===== config.mk =====
export PLATFORM = sky130hd
export DESIGN_NAME = c3lr_act
export DESIGN_NICKNAME = d
export VERILOG_FILES = /design/src/hw/rtl/conv3x3_accumulate_leaky_relu_assert.svh /design/src/hw/rtl/c3lr_pkg.sv /design/src/hw/rtl/c3lr_act.sv
export SDC_FILE = /design/constraint.sdc
export NUM_CORES = 1
export LEC_CHECK = 0
export BUFFER_PORTS_ARGS = -buffer_cell sky130_fd_sc_hd__buf_2
export CAP_MARGIN = 10
export CORE_MARGIN = 3
export CORE_UTILIZATION = 60
export DETAILED_ROUTE_END_ITERATION = 8
export PLACE_DENSITY = 0.74
export SLEW_MARGIN = 20
export SYNTH_ARGS = -nofsm -noshare
export SYNTH_HDL_FRONTEND = slang
export SYNTH_SLANG_ARGS = --single-unit

===== constraint.sdc =====
create_clock -name clk -period 10.2 [get_ports clk]
set_clock_uncertainty 0.15 [all_clocks]
set_input_delay 0.51 -clock clk [delete_from_list [all_inputs] [get_ports clk]]
set_output_delay 0.51 -clock clk [all_outputs]
set_load 0.02 [all_outputs]

===== src/hw/rtl/conv3x3_accumulate_leaky_relu_assert.svh =====
// Assertion macros for the RTL file that checks its own logic.
`ifndef CONV3X3_ACCUMULATE_LEAKY_RELU_ASSERT_SVH
`define CONV3X3_ACCUMULATE_LEAKY_RELU_ASSERT_SVH

// Same-cycle implication, checked on every rising edge out of reset.
`define C3LR_ASSERT_NOW(lbl, ante, cons, msg) \
  lbl: assert property (@(posedge clk) disable iff (!rst_n) (ante) |-> (cons)) \
    else $error(msg);

// Next-cycle implication, checked on every rising edge out of reset.
`define C3LR_ASSERT_NEXT(lbl, ante, cons, msg) \
  lbl: assert property (@(posedge clk) disable iff (!rst_n) (ante) |=> (cons)) \
    else $error(msg);

`endif


===== src/hw/rtl/c3lr_pkg.sv =====
package c3lr_pkg;

  // Tile limits and derived sizes
  localparam int MAX_TILE_WIDTH  = 128;
  localparam int MAX_TILE_HEIGHT = 16;
  localparam int COL_W     = $clog2(MAX_TILE_WIDTH + 3);
  localparam int ROW_W     = $clog2(MAX_TILE_HEIGHT + 3);
  localparam int RS_DEPTH  = MAX_TILE_WIDTH + 2;
  localparam int RS_AW     = $clog2(RS_DEPTH);
  localparam int ACC_DEPTH = MAX_TILE_WIDTH * MAX_TILE_HEIGHT;
  localparam int ACC_AW    = $clog2(ACC_DEPTH);

  // Fixed-point widths
  localparam int SAMPLE_W = 16;
  localparam int PROD_W   = 2 * SAMPLE_W;
  localparam int KROWS    = 3;
  localparam int NTAPS    = KROWS * KROWS;
  localparam int CONV_W   = PROD_W + 3;
  localparam int ACC_W    = 48;
  localparam int LEAK_MUL = 6554;

  // Configuration port
  localparam int CFG_W     = 48;
  localparam int CFG_IDX_W = 3;
  localparam logic [CFG_IDX_W-1:0] CFG_TILE_WIDTH  = 3'd0;
  localparam logic [CFG_IDX_W-1:0] CFG_TILE_HEIGHT = 3'd1;
  localparam logic [CFG_IDX_W-1:0] CFG_KERNEL_TOP  = 3'd2;
  localparam logic [CFG_IDX_W-1:0] CFG_KERNEL_MID  = 3'd3;
  localparam logic [CFG_IDX_W-1:0] CFG_KERNEL_BOT  = 3'd4;
  localparam logic [CFG_IDX_W-1:0] CFG_BIAS        = 3'd5;

  typedef logic signed [SAMPLE_W-1:0] sample_t;
  typedef logic signed [ACC_W-1:0]    acc_t;
  typedef logic signed [CONV_W-1:0]   conv_t;
  typedef logic        [CFG_W-1:0]    krow_t;

  localparam acc_t ACC_MAX = {1'b0, {(ACC_W-1){1'b1}}};
  localparam acc_t ACC_MIN = {1'b1, {(ACC_W-1){1'b0}}};

  // Line buffer controls
  typedef struct packed {
    logic rd;
    logic shift;
  } lb_ctl_t;

endpackage


===== src/hw/rtl/c3lr_act.sv =====
module c3lr_act import c3lr_pkg::*; (
  input  logic    clk,
  input  logic    ld,
  input  acc_t    acc_in,
  output sample_t y
);

  localparam int FRAC_SH = 14;
  localparam int NEG_SH  = 30;
  localparam int SPLIT   = 24;
  localparam int HI_W    = ACC_W - SPLIT;
  localparam int LM_W    = $clog2(LEAK_MUL + 1);
  localparam int PHI_W   = HI_W + LM_W + 1;
  localparam int PLO_W   = SPLIT + LM_W;
  localparam int TOT_W   = PHI_W + SPLIT;
  localparam int POS_W   = ACC_W + 1 - FRAC_SH;
  localparam int Y_W     = TOT_W - NEG_SH;

  acc_t                     acc_r;
  logic                     neg_r;
  logic [POS_W-1:0]         pos_q_r;
  logic signed [PHI_W-1:0]  p_hi_r;
  logic [PLO_W-1:0]         p_lo_r;
  logic signed [HI_W-1:0]   hi;
  logic signed [LM_W:0]     lm;
  logic [ACC_W:0]           pos_sum;
  logic signed [TOT_W-1:0]  tot;
  logic signed [Y_W-1:0]    yneg;

  // Split the accumulator so each multiply stays narrow
  always_comb begin
    hi      = acc_r[ACC_W-1:SPLIT];
    lm      = (LM_W+1)'(LEAK_MUL);
    pos_sum = {1'b0, acc_r} + ((ACC_W+1)'(1) << (FRAC_SH - 1));
  end

  // Hold the accumulator, then form partial products
  always_ff @(posedge clk) begin
    if (ld) begin
      acc_r <= acc_in;
    end
    neg_r   <= acc_r[ACC_W-1];
    pos_q_r <= pos_sum[ACC_W:FRAC_SH];
    p_hi_r  <= hi * lm;
    p_lo_r  <= acc_r[SPLIT-1:0] * LM_W'(LEAK_MUL);
  end

  // Round half up and saturate
  always_comb begin
    tot  = {p_hi_r, {SPLIT{1'b0}}} + {{(TOT_W-PLO_W){1'b0}}, p_lo_r}
         + (TOT_W'(1) << (NEG_SH - 1));
    yneg = tot[TOT_W-1:NEG_SH];
    if (neg_r) begin
      if (yneg < -(Y_W'(32768))) begin
        y = {1'b1, {(SAMPLE_W-1){1'b0}}};
      end else begin
        y = yneg[SAMPLE_W-1:0];
      end
    end else begin
      if (pos_q_r > POS_W'(32767)) begin
        y = {1'b0, {(SAMPLE_W-1){1'b1}}};
      end else begin
        y = pos_q_r[SAMPLE_W-1:0];
      end
    end
  end

endmodule


======== Yosys cells after proc, flatten, opt, wreduce, memory -nomap -nowiden ========
Index checks and enable logic that the tools add are counted.
operators by class
  add/subtract/negate cells ............... 3
  multiply operators ...................... 2
  divide/modulo/power cells ............... 0
  order comparisons ....................... 2
  eq/ne operators ......................... 0
  shift-type cells ........................ 0
  multiplexer cells ....................... 3
  bitwise operators ....................... 0
  reduce and logical (&&, ||, !) cells .... 0
operators by type and width
  cell                                                                     count
  62-bit by 30-bit adder with 62-bit output (second input constant)        1
  62-bit by 37-bit adder with 62-bit output                                1
  48-bit by 14-bit adder with 49-bit output (second input constant)        1
  16-bit 2-to-1 mux                                                        3
  24-bit by 13-bit multiplier with 37-bit output (second input constant)   1
  35-bit by 15-bit > comparator with 1-bit output (second input constant)  1
  24-bit by 11-bit multiplier with 35-bit output (second input constant)   1
  32-bit by 16-bit < comparator with 1-bit output (second input constant)  1
storage, ports and cells
  register bits after elaboration ......... 157
  bits in latches ......................... 0
  bits in writable memories ............... 0
  ROM bits ................................ 0
  input port bits ......................... 50
  output and inout port bits .............. 16
  logic and storage cells ................. 15
  memories kept ........................... 0

======== Logic depth before layout (Yosys ltp) ========
  word-level depth ........................ 5
  gate-level depth with buffers ........... 20
  depth with buffers taken out ............ 19

======== Least setup slack after synthesis ========
Ideal clock, no wire load.
  kind .................................... reg-to-reg
  start ................................... reg acc_r[34]
  end ..................................... reg p_hi_r[36]
  library setup time ...................... 0.072 ns
  data arrival time ....................... 5.134 ns
  required time ........................... 9.978 ns
  path slack .............................. 4.844 ns
  cell stages (with the launch flop) ...... 20
  buffers on the path ..................... 0
  clock period less this slack ............ 5.356 ns
  cell sequence ........................... edfxtp_1 -> ha_1 -> inv_1 -> fa_1 -> inv_1 -> fa_1 -> fa_1 -> inv_1 -> fa_1 -> inv_1 -> ha_1 -> a211oi_1 -> o21bai_1 -> a21o_1 -> a21o_1 -> o311a_4 -> o31ai_4 -> o211ai_2 -> a21oi_2 -> xnor2_1
between the ends
  longest elaborated chain between the ends .. 1
RTL lines
  element                                         line            RTL
  from (decl)                                     c3lr_act.sv:19  acc_t acc_r;
  from (signal assigned)                          c3lr_act.sv:40  acc_r <= acc_in;
  24-bit by 13-bit multiplier with 37-bit output  c3lr_act.sv:44  p_hi_r <= hi * lm;
  to (signal assigned)                            c3lr_act.sv:44
  to (decl)                                       c3lr_act.sv:22  logic signed [PHI_W-1:0] p_hi_r;
Every way passes these cells.
A chain may end at the register's enable or synchronous reset.

======== Final worst setup path ========
  start ................................... reg acc_r[18]
  end ..................................... reg p_lo_r[34]
between the ends
  longest elaborated chain between the ends .. 1
RTL lines
  element                                         line            RTL
  24-bit by 11-bit multiplier with 35-bit output  c3lr_act.sv:45  p_lo_r <= acc_r[SPLIT-1:0] * LM_W'(LEAK_MUL);
  to (signal assigned)                            c3lr_act.sv:45
  to (decl)                                       c3lr_act.sv:23  logic [PLO_W-1:0] p_lo_r;
Every way passes these cells.

==> results by group <==
Logic synthesis
  • Post-Synthesis Cells: around 1,400
  • Synth warnings: 0
  • Synthesized cell area: ~14,000 um^2
  • Syn Nets: 1,891
  • EDFF count, synth: 48
  • Seq cells post-synth: 132
  • Post-synthesis sequential area ratio: 21.7%
  • Fraction of registers with async set/reset: 0%
  • Post-synthesis cell type count: between 50 and 60
  • Post-synth top flop: dfxtp_1
  • Synthesized area per cell: 10.2 um^2

Floorplanning
  • Initial Util: 61.1%
  • Horiz. Die Dim: 161 um
  • Die height: 161 um
  • Site Rows: 56
  • Core area: 23,500 um^2
  • # IOs: 66
  • Total die area: 25,900 um^2

CTS
  • Hold-fix buffers at CTS: 0
  • CTS Buffer Depth: 2
  • H-tree levels: 4
  • CTS tree: built
  • Root Buffer: clkbuf_16
  • CTS clk-pin slew, worst paths: roughly 70 ps
  • Clk sink count: 132
  • Setup Buffers After CTS: 0
  • Skew-Pair Late Insertion Delay: 430 ps
  • Cts repair resizes: 0
  • CTS buffer count: 17

STA
  • Worst relative slew slack: 45.5%
  • Max Transition Viols Final: 0
  • Peak Freq: ~0.17 GHz
  • Final number of hold-violating endpoints: 0
  • Slew of the pin with the lowest slew margin: 816 ps
  • Final Setup Violations: 0
  • RSZ-0062 raised after global routing: no
  • TNS Setup: 0 ps
  • Fraction of the cycle the final worst path needs: between 50% and 60%
  • Tmin final: 5840 ps

Global routing
  • Vias in the first global route: 9,946
  • Largest net degree at the start of global routing: between 40 and 50
  • Total GRT Usage: 24.5%
  • Initial antenna violation count: 0
  • Global-route wire length before repair: between 40,000 and 50,000 um
  • Total grt overflow: 0

Final layout
  • Share of layout cells above drive strength 1: 7.95%
  • Post-Layout Inst Area: 15,700 um^2
  • Core Util, Final: around 67%
  • Fill cell count: ~1,900
  • Ant diodes: 0
  • FF/Latch Area: around 3100 um^2
  • Syn-to-layout area delta: 9.10%
  • Multi-input gate area: 9750 um^2
  • Nets: slightly below 2,000

Drt
  • ANT nets after route: 0
  • DRT iter0 DRCs: about 480
  • DRT Pass-1 Iters: 5
  • DR vias/cell: 5.18
  • Via count: 9,404
  • Residual DRC count: 0
  • WL per Instance: approximately 17 um
  • Routed wire length: a little over 30,000 um

Place
  • Buffers added on ports: 65
  • Placed cell area: around 15,000 um^2
  • Dpl hpwl: 25,600 um
  • Gp weighted congestion: around 0.98

Worst setup path
  • CP arrival: 6000 ps
  • Critical path startpoint category: flip-flop
  • Crit. End Element: flip-flop
  • CP Class: reg2reg
  • Crit path max fanout: 5
  • Required @ worst endpoint: ~10,000 ps

Run
  • # Max-Cap Violations: 0

Status
  • Outcome: completed

Hold path
  • Hold Crit Class: in2reg
[layer usage]
metal	part of all wire (%)	vias up	GRT usage [%]	routed length, um
met5	0	-	0	0
met4	2.8	0	7.94	841
met3	3.0	42	3.51	904
met2	50	156	41.8	15100
met1	45	4590	32.4	13600
li1	-	4616	-	-
[placed cells by master, fill, tap and decap left out, drive strengths merged, types with 33 or more instances in the layout]
cell,count
a21oi,48
buf,67
dfxtp,84
edfxtp,48
fa,190
ha,245
inv,401
nand2,38
nor2,45
xnor2,68
xor2,33
[state kept, by name, summed over array words and instances, names as in the netlist]
register  count
p_lo_r       11
acc_r        48
p_hi_r       37
pos_q_r      35
neg_r         1
[synthesized netlist by cell type (all sizes together) (2+ instances only)]
cell	instances	area, um^2
fa	190	3800
mux2i	4	40.0
clkbuf	6	22.5
nor2	45	169
a31oi	9	71.3
or4	3	22.5
ha	245	3070
nor4	5	31.3
xnor2	68	596
a21o	23	174
nor2b	6	37.5
inv	393	1480
o21a	5	37.5
and2	4	25.0
or2	5	31.3
nand2b	2	12.5
and3	10	65.1
xor2	33	289
o21bai	8	60.1
nand2	38	143
a211o	3	26.3
a21boi	3	22.5
nor3	12	65.1
a41o	2	20.0
nand3	17	85.1
o211ai	4	35.0
mux2	2	22.5
a21oi	48	244
buf	2	10.0
dfxtp	84	1680
edfxtp	48	1440
o21ai	30	154
or3	4	26.3
and4	5	45.0
a211oi	15	113
o31ai	3	36.3
nand4	12	75.1
[area by class of cell]
type	count	area share (%)
tap	319	2.54
multi-input combinational	873	62.2
timing repair buffer	67	2.17
clock inverter	12	0.853
sequential	132	19.9
clock buffer	20	2.98
inverter	393	9.40
[kinds of logic (layout without fill, tap and decap cells)]
group	Yosys count	in the layout	share of synthesized area [%]
flops	132	132	21.7
buf+inv	401	492	10.5
compound gates	162	162	7.62
mux	6	6	0.435
xor+xnor	101	101	6.15
simple gates	169	169	5.85
fa+ha+maj	435	435	47.8
[final timing paths]
path,start,endpoint,slack [ps],cells after the start
setup / recovery,acc_r[18],p_lo_r[34],4360,17
hold / removal,acc_in[25],acc_r[25],110,1
setup reg to reg,acc_r[18],p_lo_r[34],4360,17
hold reg to reg,acc_r[25],p_hi_r[2],470,0
[critical path, cell delays in order, from the launching register on]
cell,delay [ps]
edfxtp_1,480
ha_1,390
fa_1,570
fa_1,450
fa_1,540
inv_1,50
fa_1,520
inv_1,40
ha_1,330
nand4_1,190
nor2_1,100
a221o_1,370
o2111a_1,240
nor4_1,540
o31ai_1,220
a21oi_1,270
o21bai_1,130
xnor2_1,130
[through the flow]
step,hold WS [ps],setup slack [ps],instances
after global routing,88.0,4090,1816
after global placement,424,4490,1784
final,106,4360,1816
after CTS,91.1,4380,1816
after detailed placement,420,4400,1784
after floorplan,270,4840,1406
Power is left out: the tool's default activity adds up to more than one toggle a clock period on the data nets, which glitch-free logic cannot reach.
