===== src/hw/rtl/conv3x3_accumulate_leaky_relu_assert.svh =====
// Assertion macros for the RTL file that checks its own logic.
`ifndef CONV3X3_ACCUMULATE_LEAKY_RELU_ASSERT_SVH
`define CONV3X3_ACCUMULATE_LEAKY_RELU_ASSERT_SVH

// Same-cycle implication, checked on every rising edge out of reset.
`define C3LR_ASSERT_NOW(lbl, ante, cons, msg) \
  lbl: assert property (@(posedge clk) disable iff (!rst_n) (ante) |-> (cons)) \
    else $error(msg);

// Next-cycle implication, checked on every rising edge out of reset.
`define C3LR_ASSERT_NEXT(lbl, ante, cons, msg) \
  lbl: assert property (@(posedge clk) disable iff (!rst_n) (ante) |=> (cons)) \
    else $error(msg);

`endif


===== src/hw/rtl/c3lr_pkg.sv =====
package c3lr_pkg;

  // Tile limits and derived sizes
  localparam int MAX_TILE_WIDTH  = 128;
  localparam int MAX_TILE_HEIGHT = 16;
  localparam int COL_W     = $clog2(MAX_TILE_WIDTH + 3);
  localparam int ROW_W     = $clog2(MAX_TILE_HEIGHT + 3);
  localparam int RS_DEPTH  = MAX_TILE_WIDTH + 2;
  localparam int RS_AW     = $clog2(RS_DEPTH);
  localparam int ACC_DEPTH = MAX_TILE_WIDTH * MAX_TILE_HEIGHT;
  localparam int ACC_AW    = $clog2(ACC_DEPTH);

  // Fixed-point widths
  localparam int SAMPLE_W = 16;
  localparam int PROD_W   = 2 * SAMPLE_W;
  localparam int KROWS    = 3;
  localparam int NTAPS    = KROWS * KROWS;
  localparam int CONV_W   = PROD_W + 3;
  localparam int ACC_W    = 48;
  localparam int LEAK_MUL = 6554;

  // Configuration port
  localparam int CFG_W     = 48;
  localparam int CFG_IDX_W = 3;
  localparam logic [CFG_IDX_W-1:0] CFG_TILE_WIDTH  = 3'd0;
  localparam logic [CFG_IDX_W-1:0] CFG_TILE_HEIGHT = 3'd1;
  localparam logic [CFG_IDX_W-1:0] CFG_KERNEL_TOP  = 3'd2;
  localparam logic [CFG_IDX_W-1:0] CFG_KERNEL_MID  = 3'd3;
  localparam logic [CFG_IDX_W-1:0] CFG_KERNEL_BOT  = 3'd4;
  localparam logic [CFG_IDX_W-1:0] CFG_BIAS        = 3'd5;

  typedef logic signed [SAMPLE_W-1:0] sample_t;
  typedef logic signed [ACC_W-1:0]    acc_t;
  typedef logic signed [CONV_W-1:0]   conv_t;
  typedef logic        [CFG_W-1:0]    krow_t;

  localparam acc_t ACC_MAX = {1'b0, {(ACC_W-1){1'b1}}};
  localparam acc_t ACC_MIN = {1'b1, {(ACC_W-1){1'b0}}};

  // Line buffer controls
  typedef struct packed {
    logic rd;
    logic shift;
  } lb_ctl_t;

endpackage


===== src/hw/rtl/c3lr_mac.sv =====
module c3lr_mac import c3lr_pkg::*; (
  input  logic    clk,
  input  logic    rst_n,
  input  logic    start,
  input  sample_t taps [NTAPS],
  input  krow_t   kern [KROWS],
  output logic    done,
  output conv_t   sum
);

  localparam int TAP_W = $clog2(NTAPS);

  sample_t                   wts [NTAPS];
  logic [TAP_W-1:0]          tap_r;
  logic                      run_r;
  logic                      pv_r;
  logic                      done_r;
  logic signed [PROD_W-1:0]  prod_r;
  conv_t                     sum_r;

  // Unpack the nine weights
  always_comb begin
    for (int i = 0; i < KROWS; i++) begin
      for (int j = 0; j < KROWS; j++) begin
        wts[KROWS*i + j] = kern[i][SAMPLE_W*j +: SAMPLE_W];
      end
    end
  end

  // Step through the taps, one product per cycle
  always_ff @(posedge clk) begin
    if (!rst_n) begin
      run_r  <= 1'b0;
      pv_r   <= 1'b0;
      done_r <= 1'b0;
      tap_r  <= '0;
    end else begin
      pv_r   <= run_r;
      done_r <= pv_r && !run_r;
      if (start) begin
        run_r <= 1'b1;
        tap_r <= '0;
      end else if (run_r) begin
        if (tap_r == TAP_W'(NTAPS - 1)) begin
          run_r <= 1'b0;
        end else begin
          tap_r <= tap_r + TAP_W'(1);
        end
      end
    end
  end

  // Register the product, then add it in
  always_ff @(posedge clk) begin
    prod_r <= taps[tap_r] * wts[tap_r];
    if (start) begin
      sum_r <= '0;
    end else if (pv_r) begin
      sum_r <= sum_r + {{(CONV_W-PROD_W){prod_r[PROD_W-1]}}, prod_r};
    end
  end

  assign done = done_r;
  assign sum  = sum_r;

endmodule


===== config.mk =====
export PLATFORM = sky130hd
export DESIGN_NAME = c3lr_mac
export DESIGN_NICKNAME = d
export VERILOG_FILES = /design/src/hw/rtl/conv3x3_accumulate_leaky_relu_assert.svh /design/src/hw/rtl/c3lr_pkg.sv /design/src/hw/rtl/c3lr_mac.sv
export SDC_FILE = /design/constraint.sdc
export NUM_CORES = 1
export LEC_CHECK = 0
export ABC_AREA = 1
export ABC_CLOCK_PERIOD_IN_PS = 16200
export BUFFER_PORTS_ARGS = -buffer_cell sky130_fd_sc_hd__buf_4
export CAP_MARGIN = 0
export CORE_MARGIN = 4
export CORE_UTILIZATION = 60
export CTS_BUF_LIST = sky130_fd_sc_hd__clkbuf_4 sky130_fd_sc_hd__clkbuf_8
export CTS_CLUSTER_DIAMETER = 80
export DETAILED_ROUTE_END_ITERATION = 8
export PLACE_DENSITY = 0.85
export SETUP_SLACK_MARGIN = 0.4
export SKIP_CTS_REPAIR_TIMING = 1
export SLEW_MARGIN = 20
export SYNTH_ARGS = -nofsm -noshare
export SYNTH_HDL_FRONTEND = slang
export SYNTH_SLANG_ARGS = --single-unit

===== constraint.sdc =====
create_clock -name clk -period 16.2 [get_ports clk]
set_input_delay 2.43 -clock clk [delete_from_list [all_inputs] [get_ports clk]]
set_output_delay 2.43 -clock clk [all_outputs]
set_load 0.02 [all_outputs]

; ---- Yosys cells after proc, flatten, opt, wreduce, memory -nomap -nowiden
; Cells that the tools add are included.
[op_classes]
add_sub_neg = 2
multipliers = 1
order_cmp = 1
n_eq_ne = 1
mux = 9
n_bitwise = 3
reduce_logical = 4
[ops]
columns = cell, n
row1 = $bmux 16 s4, 2
row2 = $mux 16, 4
row3 = $add 35x35->35, 1
row4 = $mul 16x16->32, 1
row5 = $ge 5x5->1 const B, 1
row6 = $not 4->5, 1
row7 = $add 4x1->4 const B, 1
row8 = $eq 4x4->1 const B, 1
row9 = $mux 1, 3
row10 = $not 1->1, 2
row11 = $reduce_and 2->1, 1
row12 = $reduce_or 2->1, 1
row13 = $logic_and 1x1->1, 1
row14 = $logic_not 1->1, 1
[totals]
reg_bits = 74
wordCells = 27

; ---- Depth between registers and ports, before layout
; Gate-level depths: netlist of run 1.
[logic_depth]
ltp_word = 5
depth_mapped = 33

; ---- Worst setup path after synthesis of run 1
; Ideal clock, no wire load.
[synth_path]
kind = input to register
from = input port taps[63] in the netlist's numbering
to = register prod_r[29]
arrival_ns = 7.746
setup_slack_ns = 8.341
stages = 22
path_cell_list = o21ai_0 -> o221ai_1 -> nand3_1 -> o21ai_2 -> buf_6 -> nand2_4 -> fa_1 -> inv_1 -> fa_1 -> inv_1 -> fa_1 -> fa_1 -> fa_1 -> fa_1 -> inv_1 -> ha_1 -> a21oi_1 -> o21ai_0 -> a221oi_1 -> nand3_1 -> nand2_1 -> nand2_1
[synth_via]
elab_chain_cells = 4
[synth_rtl]
columns = item, line
row1 = from (decl), c3lr_mac.sv:5  ; input sample_t taps [NTAPS],
row2 = $bmux 16 s4, c3lr_mac.sv:55  ; prod_r <= taps[tap_r] * wts[tap_r];
row3 = $mux 16 (implied by the code) (2 in series), c3lr_mac.sv:55
row4 = $mul 16x16->32, c3lr_mac.sv:55
row5 = to (signal assigned), c3lr_mac.sv:55
row6 = to (decl), c3lr_mac.sv:18  ; logic signed [PROD_W-1:0] prod_r;
; No other way between the ends. The select of a mux whose other input is x is not followed.
; A chain may end at the register's enable or synchronous reset.

; ---- Final worst setup path of run 1
[layout_path]
from = input port taps[111] in the netlist's numbering
to = register prod_r[27]
; Same word-level chain as after synthesis.

==> implementation parameters, run 1 <==
Parameter                              Value

Run status
  Status    completed

Global routing
  Met2 Track Usage GR    0.606
  Vias in the first global route    18,100
  Wire length of the first global-routing pass    93.4 mm
  Met3 global-route usage    0.0721
  Global routing's busiest layer    met2
  Initial antenna violation count    3
  Met1 Track Usage GR    0.448
  GRT Residual Overflow    0
  Global Route Usage Sum    0.355
  Largest net degree at the start of global routing    115

Synthesis
  Net Count, Synth    3,193
  Most numerous cell in the Yosys netlist    sky130_fd_sc_hd__inv_1
  Synth warn    0
  Sequential-to-total area share from yosys stat    0.0830
  Top cells by area in the synthesized netlist    sky130_fd_sc_hd__fa_1 30%, sky130_fd_sc_hd__inv_1 13%, sky130_fd_sc_hd__nand2_1 10%
  Proportion of register bits with asynchronous set or reset after synthesis    0
  Post-synthesis mux area share    0
  Arithmetic-cell share of the synthesized area counting full adders, half adders and majority gates    0.378
  Main combinational cell family by area after synthesis    adder cells
  Commonest cells post-synth    603 x sky130_fd_sc_hd__inv_1, 485 x sky130_fd_sc_hd__nand2_1, 283 x sky130_fd_sc_hd__nor2_1, 263 x sky130_fd_sc_hd__fa_1, 158 x sky130_fd_sc_hd__o21ai_0
  Simple logic cell fraction of the synthesized area    0.204
  Post-synthesis compound-gate area fraction    0.139
  Syn Area/Cell    7.08 um2
  Fraction of synthesized cell area taken by the top area cell type    0.295
  Unique masters post-synth    45
  EDFF count, synth    0
  Seq cells post-synth    74
  Post-synthesis cell type with the largest combined area    sky130_fd_sc_hd__fa_1
  Most used flip-flop cell after synthesis    sky130_fd_sc_hd__dfxtp_1
  Cell area after synthesis    17,800 um2
  Area share of xor/xnor cells in the synthesized design    0.0236
  Synthesized netlist cell count    2,521

Place
  Setup Slack @ Placement    7.29 ns
  Quantity of I/O buffers inserted on ports    326
  DPL Wire Length    48.9 mm
  Cell total after placement    3,146
  Last weighted congestion value of the routability-driven placer    0.942

Route
  Post-detailed-route DRC marker count    0
  Drt via density    5.60
  Remaining number of nets flagged by the antenna check after routing    0
  Avg WL per Cell    18.5 um
  Number of detailed-route iterations in the first pass    6
  Iteration-0 DRC count of the detailed router    1,514
  Via count of the routed design    17,700
  Total wire length after detailed routing    58.6 mm

Clock tree
  Sink Count    74
  Clk Latency, worst-skew pair    0.38 ns
  Num CTS Buffers    9
  Clock slew at reported path FFs    0.09 ns
  Buffer levels on the longest clock path    2
  CTS tree    done
  Root Driver    sky130_fd_sc_hd__clkbuf_8
  Number of H-tree branching levels    3

Worst hold path
  Hold/Removal Path Class    register to register

Timing
  Final count of pins violating max slew    0
  Fmax    118 MHz
  Final worst-path setup slack    7.72 ns
  Worst slew margin relative to its limit    0.225
  Number of setup violations in the final report    0
  RSZ-0062 raised after global routing    false
  Final critical path time including I/O delays and setup    8.48 ns
  Tightest Pin Transition    1.16 ns
  Setup TNS    0 ns
  Final number of hold-violating endpoints    0
  Share of the cycle needed by the critical path after routing    0.523
  Worst clock skew on the final layout    0.0237 ns

Die
  Core area    29,000 um2
  Number of top-level pins    327
  Die Height    180 um
  Starting density of the core    0.615
  Die boundary width    180 um
  Area of the die    32,600 um2
  Standard-cell row count    62

Layout
  Post-layout net count    3,445
  Area Growth Syn to Fin    14.0%
  Non-filler instance count after layout    3,163
  Fraction of layout cells with a size suffix above 1    0.159

Critical path
  Worst setup EP type    register
  Critical Path RT    16.50 ns
  Startpoint types    input port
  Highest net fanout along the worst path    16
  Kind of critical path    input port to register
  Crit path arrival time    8.78 ns

Flow run
  MaxCap Viol Count    0
[final cells by class]
class | count | area, um2
Antenna cell | 1 | 2.50
Clock buffer | 9 | 124
Clock inverter | 7 | 75.1
Fill cell | 2457 | 8670
Inverter | 625 | 2350
Multi-Input combinational cell | 1725 | 13300
Sequential cell | 74 | 1490
Tap cell | 384 | 480
Timing Repair Buffer | 338 | 2540
[logic make-up after synthesis]
logic type | Yosys count
buffers and inverters | 722
adder cells (fa/ha/maj) | 381
AND/OR/NAND/NOR | 900
XOR/XNOR | 48
flip-flops | 74
AO/OA/AOI/OAI | 396
[cell usage in the layout, fill, tap and decap left out, types with 26 or more instances in the layout]
cell and n:
sky130_fd_sc_hd__inv_1 603, sky130_fd_sc_hd__nand2_1 485, sky130_fd_sc_hd__buf_4 338, sky130_fd_sc_hd__nor2_1 283, sky130_fd_sc_hd__fa_1 263, sky130_fd_sc_hd__o21ai_0 158
sky130_fd_sc_hd__ha_1 118, sky130_fd_sc_hd__nand3_1 76, sky130_fd_sc_hd__a21oi_1 71, sky130_fd_sc_hd__dfxtp_1 70, sky130_fd_sc_hd__o221ai_1 54, sky130_fd_sc_hd__xor2_1 33
sky130_fd_sc_hd__o21ai_2 28, sky130_fd_sc_hd__o21ai_1 26
[worst max-delay path, cell delays in order]
cell	delay (ns)
sky130_fd_sc_hd__buf_4	0.10
sky130_fd_sc_hd__o21ai_1	0.06
sky130_fd_sc_hd__o221ai_1	0.36
sky130_fd_sc_hd__nand3_1	0.19
sky130_fd_sc_hd__o21ai_4	0.34
sky130_fd_sc_hd__nand2_1	0.16
sky130_fd_sc_hd__fa_1	0.59
sky130_fd_sc_hd__inv_1	0.13
sky130_fd_sc_hd__fa_1	0.79
sky130_fd_sc_hd__fa_1	0.52
sky130_fd_sc_hd__fa_1	0.52
sky130_fd_sc_hd__fa_1	0.50
sky130_fd_sc_hd__inv_1	0.05
sky130_fd_sc_hd__fa_1	0.47
sky130_fd_sc_hd__inv_1	0.04
sky130_fd_sc_hd__ha_1	0.33
sky130_fd_sc_hd__nand2_1	0.13
sky130_fd_sc_hd__nor3_1	0.37
sky130_fd_sc_hd__nand4_1	0.19
sky130_fd_sc_hd__nand3_1	0.17
sky130_fd_sc_hd__nand2_1	0.07
sky130_fd_sc_hd__nand2_1	0.08
sky130_fd_sc_hd__xor2_1	0.17
[state kept, by name (all words and copies together), names as in the netlist]
register,count
done,1
prod_r,32
pv_r,1
run_r,1
sum,35
tap_r,4
[path summary, 6_finish.rpt]
path	start	endpoint	slack (ns)	depth (start not counted)
setup / recovery	taps[111]	prod_r[27]$_DFF_P_	7.72	23
hold / removal	run_r$_SDFF_PN0_	pv_r$_SDFF_PN0_	0.44	2
setup reg to reg	tap_r[1]$_SDFFE_PP0P_	prod_r[27]$_DFF_P_	8.05	23
hold reg to reg	run_r$_SDFF_PN0_	pv_r$_SDFF_PN0_	0.44	2
[metrics by stage]
| stage | util | area (um2) | hold slack, ns |
|---|---|---|---|
| 2_1_floorplan | - | 17800 | 0.421 |
| 3_3_place_gp | 0.694 | 20100 | 0.430 |
| 3_5_place_dp | 0.694 | 20100 | 0.436 |
| 4_1_cts | 0.701 | 20300 | 0.434 |
| 5_1_grt | 0.701 | 20300 | 0.473 |
| 6_report | 0.701 | 20300 | 0.443 |
[routing by layer]
layer | up-vias | wire length, um
met1 | 8350 | 22300
met4 | 4 | 2430
met5 | - | 23
met2 | 1008 | 28000
li1 | 8159 | -
met3 | 205 | 5880
Power of run 1 is not shown: default switching activity piles up to over one toggle a cycle in this logic, so the estimate is an artifact.
==> run 2, diff against run 1 <==
ABC_CLOCK_PERIOD_IN_PS = 7150   (was 16200)
CORE_UTILIZATION = 54   (was 60)
PLACE_DENSITY = 0.81   (was 0.85)
clock period = 7.15 ns   (was 16.2 ns; I/O delays follow)
==> run 2 against run 1 <==
  * Register-to-register slack got worse by 7.5 ns
  * Wire length increased by 8.3%
  * First-iteration DRC count increased by 9.4%
  * Die area increased by 11%
  * Sequential cell count unchanged
  * Global-route usage decreased by 1.6 points
  * Clock-buffer cell count unchanged
  * Via count increased by 3.7%
  * Utilization decreased by 2.0 points
  * Non-clock buffer count increased by 125
==> implementation parameters, run 2 (synthesis gave the netlist of run 1 again) <==
Parameter                              Value

Run status
  Status    completed

Route
  Drt via density    5.49 (-2.0%)
  Total wire length after detailed routing    63.5 mm (+8.3%)
  Avg WL per Cell    19.0 um (+2.4%)
  Iteration-0 DRC count of the detailed router    1,657 (+9.4%)
  Number of detailed-route iterations in the first pass    8 (+2)
  Post-detailed-route DRC marker count    0 (unchanged)
  Remaining number of nets flagged by the antenna check after routing    0 (unchanged)
  Via count of the routed design    18,400 (+3.7%)

Critical path
  Cell family with the largest share of critical-path delay    adder cells
  Highest net fanout along the worst path    7 (-9)
  Start point of the critical path    taps[126]
  Number of cells on the critical path    27 (+17%)
  Critical-path top delay cell    sky130_fd_sc_hd__fa_1
  Worst setup path endpoint    prod_r[23]$_DFF_P_
  Kind of critical path    input port to register
  Internal reg-to-reg setup slack    0.57 ns (-7.48 ns)
  Bufs and invs on worst path    9 (+5)
  Critical Path RT    7.46 ns (-9.04 ns)
  Largest stage delay on the critical path    0.55 ns (-0.24 ns)
  Crit path arrival time    6.91 ns (-1.87 ns)
  Endpoint of the worst-slack reg-to-reg timing path    prod_r[26]$_DFF_P_
  Reg2Reg Launch Point    tap_r[1]$_SDFFE_PP0P_
  Startpoint types    input port
  Number of cell instances on the worst register-to-register path    27 (+17%)
  Worst setup EP type    register

Timing
  Worst clock skew on the final layout    0.0194 ns (-0.00428 ns)
  RSZ-0062 raised after global routing    true
  Fmax    151 MHz
  Number of setup violations in the final report    0 (unchanged)
  Final count of pins violating max slew    0 (unchanged)
  Tightest Pin Transition    0.841 ns (-0.321 ns)
  Share of the cycle needed by the critical path after routing    0.923
  Worst slew margin relative to its limit    0.439 (+0.214)
  Final critical path time including I/O delays and setup    6.60 ns
  Final number of hold-violating endpoints    0 (unchanged)
  Worst hold slack across all endpoints    0.464 ns (+0.0206 ns)

Clock tree
  Clock slew at reported path FFs    0.10 ns (about the same)
  Root Driver    sky130_fd_sc_hd__clkbuf_8
  Number of H-tree branching levels    3 (unchanged)
  CTS tree    done
  Num CTS Buffers    9 (unchanged)
  Sink Count    74 (unchanged)
  Clk Latency, worst-skew pair    0.39 ns (about the same)
  Buffer levels on the longest clock path    2 (unchanged)

Die
  Starting density of the core    0.548 (-0.0666)
  Die boundary width    190 um (+5.2%)
  Core area    32,500 um2 (+12%)
  Area of the die    36,000 um2 (+11%)
  Number of top-level pins    327 (unchanged)
  Standard-cell row count    66 (+6.5%)
  Die Height    190 um (+5.2%)

Layout
  Final antenna diode count    0 (-1)
  Area Growth Syn to Fin    24.1%
  Non-filler instance count after layout    3,347 (+5.8%)
  Filler Cells Inserted    2,865 (+17%)
  Highest-count cells in the layout ignoring fill and taps    600 x sky130_fd_sc_hd__inv_1, 482 x sky130_fd_sc_hd__nand2_1, 440 x sky130_fd_sc_hd__buf_4
  Most common library cell in the layout ignoring fill and taps    sky130_fd_sc_hd__inv_1
  Flip-flop count of the largest register after layout    35 (unchanged)
  Fraction of layout cells with a size suffix above 1    0.219 (+0.0598)
  Post-layout net count    3,572 (+3.7%)
  Post-route cell area    22,100 um2 (+8.9%)

Global routing
  GRT Residual Overflow    0 (unchanged)
  Wire length of the first global-routing pass    96.8 mm (+3.6%)
  Initial antenna violation count    4 (+1)
  Largest net degree at the start of global routing    95 (-17%)
  Global Route Usage Sum    0.339 (-0.0164)
  Vias in the first global route    18,600 (+2.7%)

Worst hold path
  Number of cells traversed by the worst hold path    2 (unchanged)
  Hold/Removal Path Class    register to register
  Critical hold path startpoint    run_r$_SDFF_PN0_

Place
  Last weighted congestion value of the routability-driven placer    1.00 (+6.2%)
  DPL Wire Length    51.7 mm (+5.8%)
  Quantity of I/O buffers inserted on ports    326 (unchanged)
  Cell total after placement    3,291 (+4.6%)
  Cell area after placement    20,900 um2 (+4.0%)

Flow run
  MaxCap Viol Count    0 (unchanged)
[run 2: cell types whose count changed in the layout (fill, tap and decap cells not counted), sizes merged]
| cell | previous run | this run |
|---|---|---|
| clkinv | 4 | 3 |
| inv | 627 | 628 |
| diode | 1 | 0 |
| clkbuf | 9 | 13 |
| buf | 338 | 459 |
| o21ai | 215 | 216 |
| clkinvlp | 0 | 1 |
[run 2: worst min path at each step]
stage                                  to
final                     pv_r$_SDFF_PN0_
after CTS                 pv_r$_SDFF_PN0_
after floorplan           pv_r$_SDFF_PN0_
after global placement    pv_r$_SDFF_PN0_
after detailed placement  pv_r$_SDFF_PN0_
after global routing      pv_r$_SDFF_PN0_
[run 2: layout make-up]
type | instances | area [um2] | area share
Clock buffer | 9 | 124 | 0.00559
Clock inverter | 7 | 83.8 | 0.00379
Inverter | 625 | 2370 | 0.107
Multi-Input combinational cell | 1726 | 13800 | 0.623
Sequential cell | 74 | 1490 | 0.0673
Tap cell | 442 | 553 | 0.0250
Timing Repair Buffer | 463 | 3720 | 0.168
Timing Repair inverter | 1 | 8.76 | 0.000395
[run 2: per-stage QoR]
step / worst slack [ns] / setup TNS [ns] / util
after floorplan: 0.649 / 0 / -
after global routing: 0.328 / 0 / 0.681
after global placement: -0.0790 / -0.144 / 0.644
final: 0.549 / 0 / 0.681
after detailed placement: -0.107 / -0.757 / 0.644
after CTS: 0.132 / 0 / 0.650
[run 2: metal layers]
layer	global-route usage	vias up	share of wire
met5	0	-	0.00079
met4	0.106	8	0.038
met3	0.0677	204	0.10
met2	0.567	971	0.47
met1	0.446	8769	0.39
li1	-	8422	-
[run 2: worst reg2reg max path, delay by kind of cell, from the launching register on]
| kind | cells | cell delay, ns |
|---|---|---|
| AND/OR/NAND/NOR | 7 | 0.97 |
| adder cells (fa/ha/maj) | 7 | 3.29 |
| flip-flops | 1 | 0.42 |
| XOR/XNOR | 1 | 0.20 |
| AO/OA/AOI/OAI | 3 | 0.53 |
| buffers and inverters | 9 | 1.10 |
Power of run 2 is left out for the same reason.
